File: config.mk
export PLATFORM = sky130hd
export DESIGN_NAME = signed_int_to_decimal_ascii
export DESIGN_NICKNAME = d
export VERILOG_FILES = /design/src/rtl/core/sitda_pkg.sv /design/src/rtl/core/sitda_absval.sv /design/src/rtl/core/sitda_dabble.sv /design/src/rtl/core/sitda_emit.sv /design/src/rtl/core/signed_int_to_decimal_ascii.sv
export SDC_FILE = /design/constraint.sdc
export NUM_CORES = 1
export LEC_CHECK = 0
export BUFFER_PORTS_ARGS = -buffer_cell sky130_fd_sc_hd__clkbuf_2
export CAP_MARGIN = 20
export CORE_MARGIN = 5
export CORE_UTILIZATION = 25
export CTS_CLUSTER_DIAMETER = 60
export CTS_CLUSTER_SIZE = 30
export DETAILED_ROUTE_END_ITERATION = 8
export PLACE_DENSITY = 0.37
export SLEW_MARGIN = 40
export SYNTH_ARGS = -nofsm -noshare
export SYNTH_HDL_FRONTEND = slang
export SYNTH_SLANG_ARGS = --single-unit
File: constraint.sdc
create_clock -name i_clk -period 11.9 [get_ports i_clk]
set_input_delay 0 -clock i_clk [delete_from_list [all_inputs] [get_ports i_clk]]
set_output_delay 0 -clock i_clk [all_outputs]
set_load 0.1 [all_outputs]
File: src/rtl/core/sitda_pkg.sv
// shared constants for the signed integer to decimal ascii converter
package sitda_pkg;

    localparam int VALUE_BITS_DEF = 32;
    localparam int CHAR_W         = 6;
    localparam int DIGIT_W        = 4;
    localparam int BITS_PER_STAGE = 4;

    localparam logic [CHAR_W-1:0]  ASCII_ZERO  = 6'd48;
    localparam logic [CHAR_W-1:0]  ASCII_MINUS = 6'd45;
    localparam logic [DIGIT_W-1:0] DIGIT_FIVE  = 4'd5;
    localparam logic [DIGIT_W-1:0] DIGIT_ADJ   = 4'd3;
    localparam logic [DIGIT_W-1:0] DIGIT_NINE  = 4'd9;

    // decimal digits needed for any magnitude up to 2**(bits-1)
    function automatic int num_digits(input int bits);
        return ((bits * 1233) >> 12) + 1;
    endfunction

endpackage

File: src/rtl/core/sitda_absval.sv
// input stage: sign and unsigned magnitude of the incoming value
module sitda_absval import sitda_pkg::*; #(
    parameter int VALUE_BITS = VALUE_BITS_DEF,
    parameter int PW         = VALUE_BITS
) (
    input  logic                         i_clk,
    input  logic                         i_rst_n,
    input  logic                         i_valid,
    output logic                         o_ready,
    input  logic signed [VALUE_BITS-1:0] i_value,
    output logic                         o_valid,
    input  logic                         i_ready,
    output logic                         o_neg,
    output logic        [PW-1:0]         o_mag
);

    logic                  r_valid;
    logic                  r_neg;
    logic [PW-1:0]         r_mag;
    logic                  n_neg;
    logic [VALUE_BITS-1:0] n_abs;

    assign o_ready = !r_valid || i_ready;
    assign o_valid = r_valid;
    assign o_neg   = r_neg;
    assign o_mag   = r_mag;

    always_comb begin
        n_neg = i_value[VALUE_BITS-1];
        n_abs = n_neg ? (~i_value + 1'b1) : i_value;
    end

    always_ff @(posedge i_clk) begin
        if (!i_rst_n) begin
            r_valid <= 1'b0;
        end else if (o_ready) begin
            r_valid <= i_valid;
        end
    end

    always_ff @(posedge i_clk) begin
        if (o_ready && i_valid) begin
            r_neg <= n_neg;
            r_mag <= PW'(n_abs);
        end
    end

endmodule

File: src/rtl/core/sitda_dabble.sv
// one double dabble stage: shifts BITS_PER_STAGE (4) magnitude bits into the bcd digits
module sitda_dabble import sitda_pkg::*; #(
    parameter int ND = 10,
    parameter int PW = 32
) (
    input  logic                  i_clk,
    input  logic                  i_rst_n,
    input  logic                  i_valid,
    output logic                  o_ready,
    input  logic                  i_neg,
    input  logic [ND*DIGIT_W-1:0] i_bcd,
    input  logic [PW-1:0]         i_mag,
    output logic                  o_valid,
    input  logic                  i_ready,
    output logic                  o_neg,
    output logic [ND*DIGIT_W-1:0] o_bcd,
    output logic [PW-1:0]         o_mag
);

    localparam int BW = ND * DIGIT_W;

    logic          r_valid;
    logic          r_neg;
    logic [BW-1:0] r_bcd;
    logic [PW-1:0] r_mag;
    logic [BW-1:0] n_bcd;
    logic [PW-1:0] n_mag;

    assign o_ready = !r_valid || i_ready;
    assign o_valid = r_valid;
    assign o_neg   = r_neg;
    assign o_bcd   = r_bcd;
    assign o_mag   = r_mag;

    always_comb begin
        n_bcd = i_bcd;
        n_mag = i_mag;
        for (int s = 0; s < BITS_PER_STAGE; s++) begin
            for (int d = 0; d < ND; d++) begin
                if (n_bcd[d*DIGIT_W +: DIGIT_W] >= DIGIT_FIVE) begin
                    n_bcd[d*DIGIT_W +: DIGIT_W] = n_bcd[d*DIGIT_W +: DIGIT_W] + DIGIT_ADJ;
                end
            end
            {n_bcd, n_mag} = {n_bcd[BW-2:0], n_mag, 1'b0};
        end
    end

    always_ff @(posedge i_clk) begin
        if (!i_rst_n) begin
            r_valid <= 1'b0;
        end else if (o_ready) begin
            r_valid <= i_valid;
        end
    end

    always_ff @(posedge i_clk) begin
        if (o_ready && i_valid) begin
            r_neg <= i_neg;
            r_bcd <= n_bcd;
            r_mag <= n_mag;
        end
    end

endmodule

File: src/rtl/core/sitda_emit.sv
// character serializer: optional minus sign, then digits without leading zeros
module sitda_emit import sitda_pkg::*; #(
    parameter int ND = 10
) (
    input  logic                  i_clk,
    input  logic                  i_rst_n,
    input  logic                  i_valid,
    output logic                  o_ready,
    input  logic                  i_neg,
    input  logic [ND*DIGIT_W-1:0] i_bcd,
    output logic                  o_valid,
    input  logic                  i_stall,
    output logic [CHAR_W-1:0]     o_char_code,
    output logic                  o_last
);

    localparam int IDXW = $clog2(ND);

    logic               r_busy;
    logic               r_sign_pend;
    logic [IDXW-1:0]    r_idx;
    logic [DIGIT_W-1:0] r_dig [ND];
    logic [IDXW-1:0]    n_hi;
    logic               w_final;
    logic               w_load;

    always_comb begin
        n_hi = '0;
        for (int k = 0; k < ND; k++) begin
            if (i_bcd[k*DIGIT_W +: DIGIT_W] != '0) begin
                n_hi = IDXW'(k);
            end
        end
    end

    assign w_final = !r_sign_pend && (r_idx == '0);
    assign o_ready = !r_busy || (!i_stall && w_final);
    assign w_load  = o_ready && i_valid;

    assign o_valid     = r_busy;
    assign o_last      = w_final;
    assign o_char_code = r_sign_pend ? ASCII_MINUS
                                     : ASCII_ZERO + CHAR_W'(r_dig[r_idx]);

    always_ff @(posedge i_clk) begin
        if (!i_rst_n) begin
            r_busy      <= 1'b0;
            r_sign_pend <= 1'b0;
            r_idx       <= '0;
        end else if (w_load) begin
            r_busy      <= 1'b1;
            r_sign_pend <= i_neg;
            r_idx       <= n_hi;
        end else if (r_busy && !i_stall) begin
            if (r_sign_pend) begin
                r_sign_pend <= 1'b0;
            end else if (r_idx == '0) begin
                r_busy <= 1'b0;
            end else begin
                r_idx <= r_idx - 1'b1;
            end
        end
    end

    always_ff @(posedge i_clk) begin
        if (w_load) begin
            for (int k = 0; k < ND; k++) begin
                r_dig[k] <= i_bcd[k*DIGIT_W +: DIGIT_W];
            end
        end
    end

endmodule

File: src/rtl/core/signed_int_to_decimal_ascii.sv
// throughput: one character per cycle while i_stall is low; a value's text is 1 to 11 characters
// at 32 bits, all sent through the single character output port
// the stages ahead of the serializer take a value every cycle until all of them hold one
// reset: synchronous active low, clears all stage valid bits and the serializer
module signed_int_to_decimal_ascii import sitda_pkg::*; #(
    parameter int VALUE_BITS = VALUE_BITS_DEF
) (
    input  logic                         i_clk,
    input  logic                         i_rst_n,
    input  logic                         i_valid,
    output logic                         o_stall,
    input  logic signed [VALUE_BITS-1:0] i_value,
    output logic                         o_valid,
    input  logic                         i_stall,
    output logic        [CHAR_W-1:0]     o_char_code,
    output logic                         o_last
);

    localparam int NSTG = (VALUE_BITS + BITS_PER_STAGE - 1) / BITS_PER_STAGE;
    localparam int PW   = NSTG * BITS_PER_STAGE;
    localparam int ND   = num_digits(VALUE_BITS);
    localparam int BW   = ND * DIGIT_W;

    logic          w_valid [NSTG+1];
    logic          w_ready [NSTG+1];
    logic          w_neg   [NSTG+1];
    logic [BW-1:0] w_bcd   [NSTG+1];
    logic [PW-1:0] w_mag   [NSTG+1];
    logic          w_in_ready;

    assign o_stall  = !w_in_ready;
    assign w_bcd[0] = '0;

    sitda_absval #(
        .VALUE_BITS (VALUE_BITS),
        .PW         (PW)
    ) u_absval (
        .i_clk   (i_clk),
        .i_rst_n (i_rst_n),
        .i_valid (i_valid),
        .o_ready (w_in_ready),
        .i_value (i_value),
        .o_valid (w_valid[0]),
        .i_ready (w_ready[0]),
        .o_neg   (w_neg[0]),
        .o_mag   (w_mag[0])
    );

    for (genvar g = 0; g < NSTG; g++) begin : g_stage
        sitda_dabble #(
            .ND (ND),
            .PW (PW)
        ) u_dabble (
            .i_clk   (i_clk),
            .i_rst_n (i_rst_n),
            .i_valid (w_valid[g]),
            .o_ready (w_ready[g]),
            .i_neg   (w_neg[g]),
            .i_bcd   (w_bcd[g]),
            .i_mag   (w_mag[g]),
            .o_valid (w_valid[g+1]),
            .i_ready (w_ready[g+1]),
            .o_neg   (w_neg[g+1]),
            .o_bcd   (w_bcd[g+1]),
            .o_mag   (w_mag[g+1])
        );
    end

    sitda_emit #(
        .ND (ND)
    ) u_emit (
        .i_clk       (i_clk),
        .i_rst_n     (i_rst_n),
        .i_valid     (w_valid[NSTG]),
        .o_ready     (w_ready[NSTG]),
        .i_neg       (w_neg[NSTG]),
        .i_bcd       (w_bcd[NSTG]),
        .o_valid     (o_valid),
        .i_stall     (i_stall),
        .o_char_code (o_char_code),
        .o_last      (o_last)
    );

`ifndef SYNTH
    a_last_is_digit: assert property (@(posedge i_clk) disable iff (!i_rst_n)
        o_valid && o_last |-> o_char_code != ASCII_MINUS)
        else $error("minus sign flagged as last character");

    a_minus_then_digit: assert property (@(posedge i_clk) disable iff (!i_rst_n)
        o_valid && !i_stall && o_char_code == ASCII_MINUS
        |=> o_valid && o_char_code != ASCII_ZERO && o_char_code != ASCII_MINUS)
        else $error("minus sign not followed by a nonzero leading digit");

    a_char_range: assert property (@(posedge i_clk) disable iff (!i_rst_n)
        o_valid |-> o_char_code == ASCII_MINUS
                    || (o_char_code >= ASCII_ZERO
                        && o_char_code <= ASCII_ZERO + CHAR_W'(DIGIT_NINE)))
        else $error("character code outside digit and minus set");
`endif

endmodule

==> impl_metrics.toml, run 1 <==
[yosys]
yosysUniqueCellTypes = 85
yosys.cell_count.top_type = "edfxtp_1"
synth_top_flop_cell = "edfxtp_1"
synth_nets = 3335
synth-edff-count = 378
synth_cells = 3152
ys_ff_latch = 397
synth.top_cell.area_share_pct = 38.66
yosys_warnings = 0
ys_seq_area_share_pct = 39.95
async_flop_share_pct = 0
yosysTopAreaCell = "edfxtp_1"
synth.cell_area_sq_mm = 0.02936
synth_top_cells_by_count = "edfxtp_1, a21oi_1, o21ai_0"
synth_area_leaders = "edfxtp_1, ha_1, a21oi_1"
synthesis.area_per_instance_sq_um = 9.315

[timing]
relSlewSlack_pct = 46.19
final.min_clock_period_ns = 4.607
tightest_slew_ns = 0.8071
hold_viol = 0
max_freq_mhz = 217.1
final_max_slew_viol_count = 0
rsz0062_at_grt = "no"
finalSetupViolCount = 0
setup_tns_ns = 0
fin_crit_sh_pct = 38.71
skew_ns = 0.03117

[floorplan]
die_area_sq_mm = 0.1244
die_y_um = 352.7
die_w_um = 352.7
row_count = 125
initial_core_util_pct = 25.23
ios = 45
core_sq_mm = 0.1164

[power_and_ir_drop]
power-per-cell-area_mw_per_mm2 = 103.8
comb_power_share_pct = 13.3
p_sw_share_pct = 26.89
ir_worst_vdd_mv = 0.09045
power.leakage_nw = 11.98
seq_power_share_pct = 45.1
clockPowerShare_pct = 41.6
intPower_w = 0.002562
switchingPower_w = 0.0009423

[detailed_routing]
dr.first_iter.drc_count = 1096
drt-met1-wl_mm = 29.44
drcViolationCount = 0
met3_length_mm = 1.743
via_per_inst = 4.776
postRouteAntennaNets = 0
routed_wl_mm = 62.18
wl_per_cell_um = 12.94
top_layer = "met4"
drt-pass1-iter-count = 5
vias = 22950
wl_met2_mm = 29.69

[worst_hold_path]
min_from = "i_value[31]"
hold_depth = 1
hp-class = "primary input to register"
hold_path_end = "u_absval.o_neg$_DFFE_PP_"

[clock_tree]
cts_tree = "done"
root_buffer = "clkbuf_16"
cts_buffer_depth = 3
numCtsBuffers = 47
cts_sinks = 397
clock_latency_ns = 0.61
clkTransAtPathRegs_ns = 0.07
htreeDepth = 2

[placement]
portBuffers = 43
dp.final_hpwl_mm = 45.54
place.gp.congestion = 0.7262
dp.cells = 4658

[job]
maxCapViolCount = 0

[global_routing]
antenna_found_initial = 0
grt_pass1_wl_mm = 106.1
overflow = 0
grt_pass1_vias = 21780
grt_usage_pct = 9.718
grt_max_degree = 48

[setup_path]
cp.arrival_ns = 4.95
end_kind = "register"
rr_worst_depth = 17
required_ns = 12.25
rrSetupSlack_ns = 7.29
critPathKind = "register to register"
r2r_end = "g_stage[5].u_dabble.o_bcd[12]$_DFFE_PP_"
timing.rr.start = "g_stage[4].u_dabble.o_bcd[8]$_DFFE_PP_"
path_max_fanout = 10
start_kind = "register"

[final_layout]
area_growth_pct = 14.94
stdcell_count = 4805
nets = 3425
insertedDiodeCount = 0
drive_above_1_share_pct = 9.113

[run_status]
status = "completed"
-- cells by family (layout without fill, tap and decap cells) --
family | Yosys count | count (layout) | synth area share, %
compound gates | 1127 | 1127 | 23.97
simple gates | 839 | 839 | 14.12
flops | 397 | 397 | 39.95
buf+inv | 286 | 415 | 3.669
xor+xnor | 189 | 189 | 5.731
mux | 165 | 165 | 6.243
fa+ha+maj | 148 | 148 | 6.298
other cells | 1 | 1 | 0.01277
-- metal layers --
metal	vias up	track usage [%]
met3	67	1.469
met1	10560	12.47
li1	12130	-
met5	-	0
met2	200	16.99
met4	0	2.688
-- area by class of cell --
type                    instances  area, sq um
multi-input cells            2469        16690
well taps                    1524         1907
clock buffers                  56         1240
clock inverters                32        362.8
inverters                     197        739.5
fillers                     12280        82610
repair buffers                130         1081
flip-flops and latches        397        11730
-- stage by stage --
stage | util, % | hold slack [ns] | total power [W] | cell area [sq um] | setup WS, ns
floorplan | - | 0.09887 | 0.001968 | 29360 | 4.150
global placement | 26.96 | 0.2536 | 0.002061 | 31380 | 7.005
detailed placement | 27.10 | 0.2580 | 0.002063 | 31530 | 7.289
CTS | 28.98 | 0.03943 | 0.003589 | 33730 | 7.262
global route | 29.00 | 0.09129 | 0.003705 | 33750 | 6.842
finish | 29.00 | 0.09375 | 0.003504 | 33750 | 7.293
-- sequential cells by signal (all words and copies together), names as in the netlist, named ones only --
signal                    count
g_stage.u_dabble.o_bcd      185
g_stage.u_dabble.o_mag      112
g_stage.u_dabble.o_neg        8
g_stage.u_dabble.o_valid      8
u_absval.o_mag               32
u_absval.o_neg                1
u_absval.o_valid              1
u_emit.o_valid                1
u_emit.r_dig                 40
u_emit.r_idx                  4
u_emit.r_sign_pend            1
-- worst max-delay path by stage --
stage / start / endpoint / slack [ns] / depth (start not counted)
after floorplan: u_emit.r_idx[0]$_SDFFE_PN0P_ / g_stage[0].u_dabble.o_bcd[0]$_DFFE_PP_ / 4.15 / 10
after global placement: g_stage[6].u_dabble.o_bcd[0]$_DFFE_PP_ / g_stage[7].u_dabble.o_bcd[5]$_DFFE_PP_ / 7.00 / 13
after detailed placement: g_stage[6].u_dabble.o_bcd[0]$_DFFE_PP_ / g_stage[7].u_dabble.o_bcd[5]$_DFFE_PP_ / 7.29 / 13
after CTS: g_stage[6].u_dabble.o_bcd[0]$_DFFE_PP_ / g_stage[7].u_dabble.o_bcd[5]$_DFFE_PP_ / 7.26 / 13
after global routing: g_stage[4].u_dabble.o_bcd[8]$_DFFE_PP_ / g_stage[5].u_dabble.o_bcd[10]$_DFFE_PP_ / 6.84 / 17
final: g_stage[4].u_dabble.o_bcd[8]$_DFFE_PP_ / g_stage[5].u_dabble.o_bcd[12]$_DFFE_PP_ / 7.29 / 17
-- worst max-delay path: stages, from the launching register on --
cell and delay (ns):
edfxtp_1 0.47, inv_1 0.11, ha_1 0.25, nand2b_1 0.10, a21oi_1 0.26, mux2i_1 0.50, a21oi_1 0.15, o22ai_1 0.38
clkinv_1 0.36, ha_1 0.33, o31a_1 0.10, o21ai_0 0.07, mux2i_1 0.11, a221o_1 0.41, or4_1 0.43, a21oi_1 0.14
a311oi_1 0.06, o2111a_1 0.15
-- power by group through the flow --
stage | sequential [W] | combinational, W | clock [W]
after global routing | 0.00158 | 0.000534 | 0.00159
after global placement | 0.00161 | 0.000450 | 0
after CTS | 0.00158 | 0.000473 | 0.00153
final | 0.00158 | 0.000467 | 0.00146
after detailed placement | 0.00161 | 0.000452 | 0
after floorplan | 0.00161 | 0.000361 | 0
-- layout by cell type (no fill, tap or decap), types with 26 or more instances in the layout --
cell / instances
mux2i_1: 90
a31oi_1: 78
xor2_1: 31
nand3_1: 49
xnor2_1: 154
clkbuf_2: 43
o21a_1: 36
edfxtp_1: 378
nand2_1: 214
nor3b_1: 48
inv_1: 195
clkbuf_16: 47
a21oi_1: 313
o22ai_1: 39
nand2b_1: 56
o21ai_0: 300
ha_1: 147
nor3_1: 73
and2_1: 26
nor2_1: 221
dlygate4sd3_1: 59
a21o_1: 31
mux2_2: 65
a211oi_1: 48
nor2b_1: 37
-- repair_timing --
action                                 in CTS  in global routing
setup buffers                               0                  0
hold buffers                               59                  0
endpoints found under the hold margin      66                  0
gates resized for setup                     0                  0
Note: power is estimated with default switching activity, not from simulation.
==> inputs of run 2 (changes only) <==
--- a/config.mk
+++ b/config.mk
@@ -12,7 +12,7 @@
 export CTS_CLUSTER_DIAMETER = 60
 export CTS_CLUSTER_SIZE = 30
 export DETAILED_ROUTE_END_ITERATION = 8
-export PLACE_DENSITY = 0.37
+export PLACE_DENSITY = 0.38
 export SLEW_MARGIN = 40
 export SYNTH_ARGS = -nofsm -noshare
 export SYNTH_HDL_FRONTEND = slang
==> constraint.sdc (replaced) <==
create_clock -name i_clk -period 4.05 [get_ports i_clk]
set_input_delay 0 -clock i_clk [delete_from_list [all_inputs] [get_ports i_clk]]
set_output_delay 0 -clock i_clk [all_outputs]
set_load 0.1 [all_outputs]
==> impl_metrics.toml, run 2 (synthesis gave the netlist of run 1 again) <==
[floorplan]
die_y_um = 352.7
ios = 45
initial_core_util_pct = 25.23
die_w_um = 352.7
row_count = 125
die_area_sq_mm = 0.1244
core_sq_mm = 0.1164

[detailed_routing]
dr.first_iter.drc_count = 1090
wl_per_cell_um = 12.86
drcViolationCount = 0
postRouteAntennaNets = 0
vias = 23290
via_per_inst = 4.774
drt-pass1-iter-count = 5
routed_wl_mm = 62.76

[final_layout]
fin_util_pct = 29.55
final_cell_mix = "edfxtp_1, a21oi_1, o21ai_0"
drive_above_1_share_pct = 11.51
area_growth_pct = 17.13
final_area_sq_mm = 0.03439
largest_register_ffs = 185
final_common_cell = "edfxtp_1"
insertedDiodeCount = 0
nets = 3498

[global_routing]
overflow = 0
grt_pass1_wl_mm = 107.6
grt_usage_pct = 9.841
antenna_found_initial = 0
grt_max_degree = 43
grt_pass1_vias = 22340

[clock_tree]
clock_latency_ns = 0.61
root_buffer = "clkbuf_16"
cts_tree = "done"
htreeDepth = 2
cts_sinks = 397
numCtsBuffers = 48
clkTransAtPathRegs_ns = 0.07
cts_buffer_depth = 3

[timing]
relSlewSlack_pct = 46.37
hold_viol = 0
skew_ns = 0.04623
final.min_clock_period_ns = 3.745
tightest_slew_ns = 0.8045
finalSetupViolCount = 0
final_max_slew_viol_count = 0
holdWs_ns = 0.1193
fin_ws_ns = 0.3054
fin_crit_sh_pct = 92.46
max_freq_mhz = 267.0

[placement]
portBuffers = 43
place_ws_ns = 0.1926
place.gp.congestion = 0.7327
placed_area_sq_mm = 0.03200
dp.final_hpwl_mm = 45.87

[power_and_ir_drop]
ir_worst_vdd_mv = 0.2724
power-per-cell-area_mw_per_mm2 = 307.1
power.leakage_nw = 12.40

[setup_path]
critPathKind = "primary input to register"
required_ns = 4.41
cp.arrival_ns = 4.10
path_max_fanout = 4
start_kind = "primary input"
end_kind = "register"

[job]
maxCapViolCount = 0

[run_status]
status = "completed"

[worst_hold_path]
hp-class = "primary input to register"
[run 2: changes by cell type in the layout (fill, tap and decap cells not counted), moves of 3 or more]
cell / before / now
clkbuf_1: 6 / 2
a21oi_1: 313 / 308
buf_8: 6 / 3
a21oi_2: 1 / 6
buf_4: 21 / 99
clkinv_4: 4 / 1
inv_6: 6 / 9
[run 2: cell type report]
| cell class | count | area, sq um |
|---|---|---|
| fill | 12320 | 81970 |
| multi-input combinational | 2469 | 16730 |
| sequential | 397 | 11730 |
| tap | 1524 | 1907 |
| timing repair buffer | 202 | 1574 |
| clock buffer | 52 | 1247 |
| inverter | 197 | 739.5 |
| clock inverter | 38 | 461.7 |
[run 2: power breakdown]
part	leakage [nW]	total (W)	internal [W]	switching, W
logic	7.99	0.00141	0.000636	0.000779
clock network	0.822	0.00451	0.00246	0.00205
registers	3.59	0.00464	0.00461	0.0000346
total	12.4	0.0106	0.00770	0.00286
[run 2: timing repair]
action                                 CTS  global route
endpoints found under the hold margin   73             0
setup endpoints to repair                0            18
gates resized for setup                  0            17
hold buffers                            57             0
buffers inserted                         0             5
[run 2: path summary, 6_finish.rpt]
check	start	endpoint	slack, ns	depth (start not counted)
max reg2reg	g_stage[6].u_dabble.o_bcd[4]$_DFFE_PP_	g_stage[7].u_dabble.o_bcd[5]$_DFFE_PP_	0.32	16
min reg2reg	g_stage[1].u_dabble.o_mag[14]$_DFFE_PP_	g_stage[2].u_dabble.o_mag[18]$_DFFE_PP_	0.42	0
max	i_value[9]	u_absval.o_mag[29]$_DFFE_PP_	0.31	11
min	i_value[31]	u_absval.o_neg$_DFFE_PP_	0.12	1
[run 2: metal layers]
layer | global-route usage (%) | part of all wire (%)
met3 | 1.370 | 2.6
met2 | 17.45 | 48
met1 | 12.52 | 47
met5 | 0 | 0
met4 | 2.679 | 2.3
[run 2: critical path: stages]
cell,delay (ns)
dlygate4sd3_1,0.54
clkbuf_2,0.12
or4_4,0.55
or3_4,0.36
or3_4,0.38
or4_4,0.46
or3_4,0.36
or4_4,0.44
o41ai_2,0.20
dlygate4sd3_1,0.60
xnor2_1,0.08
[run 2: metrics by stage]
| step | power [W] | TNS, ns | instances |
|---|---|---|---|
| floorplan | 0.005781 | -56.07 | 3152 |
| global placement | 0.006096 | 0 | 4724 |
| detailed placement | 0.006102 | 0 | 4727 |
| CTS | 0.01081 | 0 | 4874 |
| global route | 0.01114 | -0.002831 | 4879 |
| finish | 0.01056 | 0 | 4879 |
==> inputs of run 3 (changes only) <==
--- a/config.mk
+++ b/config.mk
@@ -12,8 +12,8 @@
 export CTS_CLUSTER_DIAMETER = 60
 export CTS_CLUSTER_SIZE = 30
 export DETAILED_ROUTE_END_ITERATION = 8
-export PLACE_DENSITY = 0.38
-export SLEW_MARGIN = 40
+export PLACE_DENSITY = 0.37
+export SLEW_MARGIN = 20
 export SYNTH_ARGS = -nofsm -noshare
 export SYNTH_HDL_FRONTEND = slang
 export SYNTH_SLANG_ARGS = --single-unit
==> constraint.sdc (replaced) <==
create_clock -name i_clk -period 4.61 [get_ports i_clk]
set_input_delay 0 -clock i_clk [delete_from_list [all_inputs] [get_ports i_clk]]
set_output_delay 0 -clock i_clk [all_outputs]
set_load 0.1 [all_outputs]
==> impl_metrics.toml, run 3 (synthesis gave the netlist of run 1 again) <==
[worst_hold_path]
hold_depth = 1
min_from = "i_value[31]"
hp-class = "primary input to register"
hold_path_end = "u_absval.o_neg$_DFFE_PP_"

[setup_path]
path_max_fanout = 10
critPathSlowestCell = "mux2i_1"
timing.rr.start = "g_stage[4].u_dabble.o_bcd[8]$_DFFE_PP_"
start_kind = "register"
critPathKind = "register to register"
cp_cell_sequence = "inv_1 -> ha_1 -> nand2b_1 -> a21oi_1 -> mux2i_1 -> a21oi_1 -> o22ai_1 -> clkinv_1 -> ha_1 -> o31a_1 -> o21ai_0 -> mux2i_1 -> a221o_1 -> or4_1 -> a21oi_1 -> a311oi_1 -> o2111a_1"
end_kind = "register"
required_ns = 4.97
slowest_delay_ns = 0.51
rrSetupSlack_ns = 0.53
r2r_end = "g_stage[5].u_dabble.o_bcd[12]$_DFFE_PP_"
path_common_cell = "a21oi_1"
cp.arrival_ns = 4.44
rr_worst_depth = 17

[detailed_routing]
vias = 23090
drt-pass1-iter-count = 7
dr.first_iter.drc_count = 1131
via_per_inst = 4.785
wl_per_cell_um = 13.08
postRouteAntennaNets = 0
routed_wl_mm = 63.14
drcViolationCount = 0

[clock_tree]
cts_hold_buf = 60
numCtsBuffers = 49
cts_buffer_depth = 3
cts_tree = "done"
root_buffer = "clkbuf_16"
ctsResizeCount = 0
post_cts_buffers = 0
htreeDepth = 2
clock_latency_ns = 0.61
cts_sinks = 397
clkTransAtPathRegs_ns = 0.07

[timing]
holdWs_ns = 0.09917
tightest_slew_ns = 0.9967
rsz0062_at_grt = "no"
final_max_slew_viol_count = 0
hold_viol = 0
final.min_clock_period_ns = 4.080
skew_ns = 0.03624
fin_crit_sh_pct = 88.51
relSlewSlack_pct = 33.41
max_freq_mhz = 245.1
setup_tns_ns = 0
fin_ws_ns = 0.5296
finalSetupViolCount = 0

[floorplan]
initial_core_util_pct = 25.23
row_count = 125
die_area_sq_mm = 0.1244
ios = 45
core_sq_mm = 0.1164
die_y_um = 352.7
die_w_um = 352.7

[placement]
place.gp.congestion = 0.7388
place_ws_ns = 0.5282
portBuffers = 43
dp.final_hpwl_mm = 45.66

[final_layout]
insertedDiodeCount = 0
area_growth_pct = 15.66
final_common_cell = "edfxtp_1"
drive_above_1_share_pct = 9.419
nets = 3444
largest_register_ffs = 185
final_cell_mix = "edfxtp_1, a21oi_1, o21ai_0"

[global_routing]
overflow = 0
grt_pass1_vias = 22000
grt_usage_pct = 9.811
grt_pass1_wl_mm = 107.4
antenna_found_initial = 0
grt_max_degree = 43

[power_and_ir_drop]
power-per-cell-area_mw_per_mm2 = 277.1
ir_worst_vdd_mv = 0.2629
power.leakage_nw = 12.13

[run_status]
status = "completed"

[job]
maxCapViolCount = 0
==> run 3: cell types whose count changed in the layout (fill, tap and decap cells not counted), moves of 3 or more <==
cell           delta
a21oi_2           -5
dlygate4sd3_1     +3
buf_4            -56
clkinv_4          +3
xnor2_1           +3
a21oi_1           +5
buf_8             -3
a31oi_2           -3
inv_6             -4
a31oi_1           +3
xnor2_2           -3
==> run 3: cell type report <==
cell class / count / area (sq um)
Timing Repair Buffer: 147 / 1159
Sequential cell: 397 / 11730
Inverter: 197 / 739.5
Clock buffer: 54 / 1297
Clock inverter: 38 / 479.2
Fill cell: 12250 / 82400
Tap cell: 1524 / 1907
Multi-Input combinational cell: 2469 / 16650
==> run 3: worst max path at each step <==
stage,start,end,cells past startpoint
floorplan,u_emit.r_idx[0]$_SDFFE_PN0P_,u_absval.o_mag[0]$_DFFE_PP_,11
global placement,g_stage[4].u_dabble.o_bcd[8]$_DFFE_PP_,g_stage[5].u_dabble.o_bcd[12]$_DFFE_PP_,17
detailed placement,g_stage[4].u_dabble.o_bcd[8]$_DFFE_PP_,g_stage[5].u_dabble.o_bcd[12]$_DFFE_PP_,17
CTS,g_stage[4].u_dabble.o_bcd[8]$_DFFE_PP_,g_stage[5].u_dabble.o_bcd[12]$_DFFE_PP_,17
global route,g_stage[6].u_dabble.o_bcd[4]$_DFFE_PP_,g_stage[7].u_dabble.o_bcd[5]$_DFFE_PP_,16
finish,g_stage[4].u_dabble.o_bcd[8]$_DFFE_PP_,g_stage[5].u_dabble.o_bcd[12]$_DFFE_PP_,17
==> run 3: critical path: cells and delay by family, from the launching register on <==
family / cells / cell delay [ns]
adder cells (fa/ha/maj): 2 / 0.47
buffers and inverters: 2 / 0.24
multiplexers: 2 / 0.63
flip-flops: 1 / 0.48
AND/OR/NAND/NOR: 2 / 0.52
AO/OA/AOI/OAI: 9 / 1.53
==> run 3: metrics by stage <==
step	instances	total power (W)	cell area, sq um	utilization [%]
6_report	4826	0.009412	33960	29.18
2_1_floorplan	3152	0.005079	29390	-
4_1_cts	4825	0.009637	33940	29.17
5_1_grt	4826	0.009926	33960	29.18
3_5_place_dp	4673	0.005332	31560	27.12
3_3_place_gp	4673	0.005333	31560	27.12
==> run 3: power by group <==
part           leakage (nW)  internal, W  total, W  switching (W)
Combinational          7.69     0.000537   0.00122       0.000678
Sequential             3.59      0.00405   0.00408      0.0000306
Clock                 0.853      0.00232   0.00412        0.00180
==> run 3: layer usage <==
layer / vias to the layer above / track usage (%) / share of wire (%)
li1: 12150 / - / -
met2: 233 / 17.36 / 48
met4: 0 / 2.558 / 2.0
met5: - / 0 / 0
met1: 10630 / 12.44 / 47
met3: 80 / 1.551 / 3.1
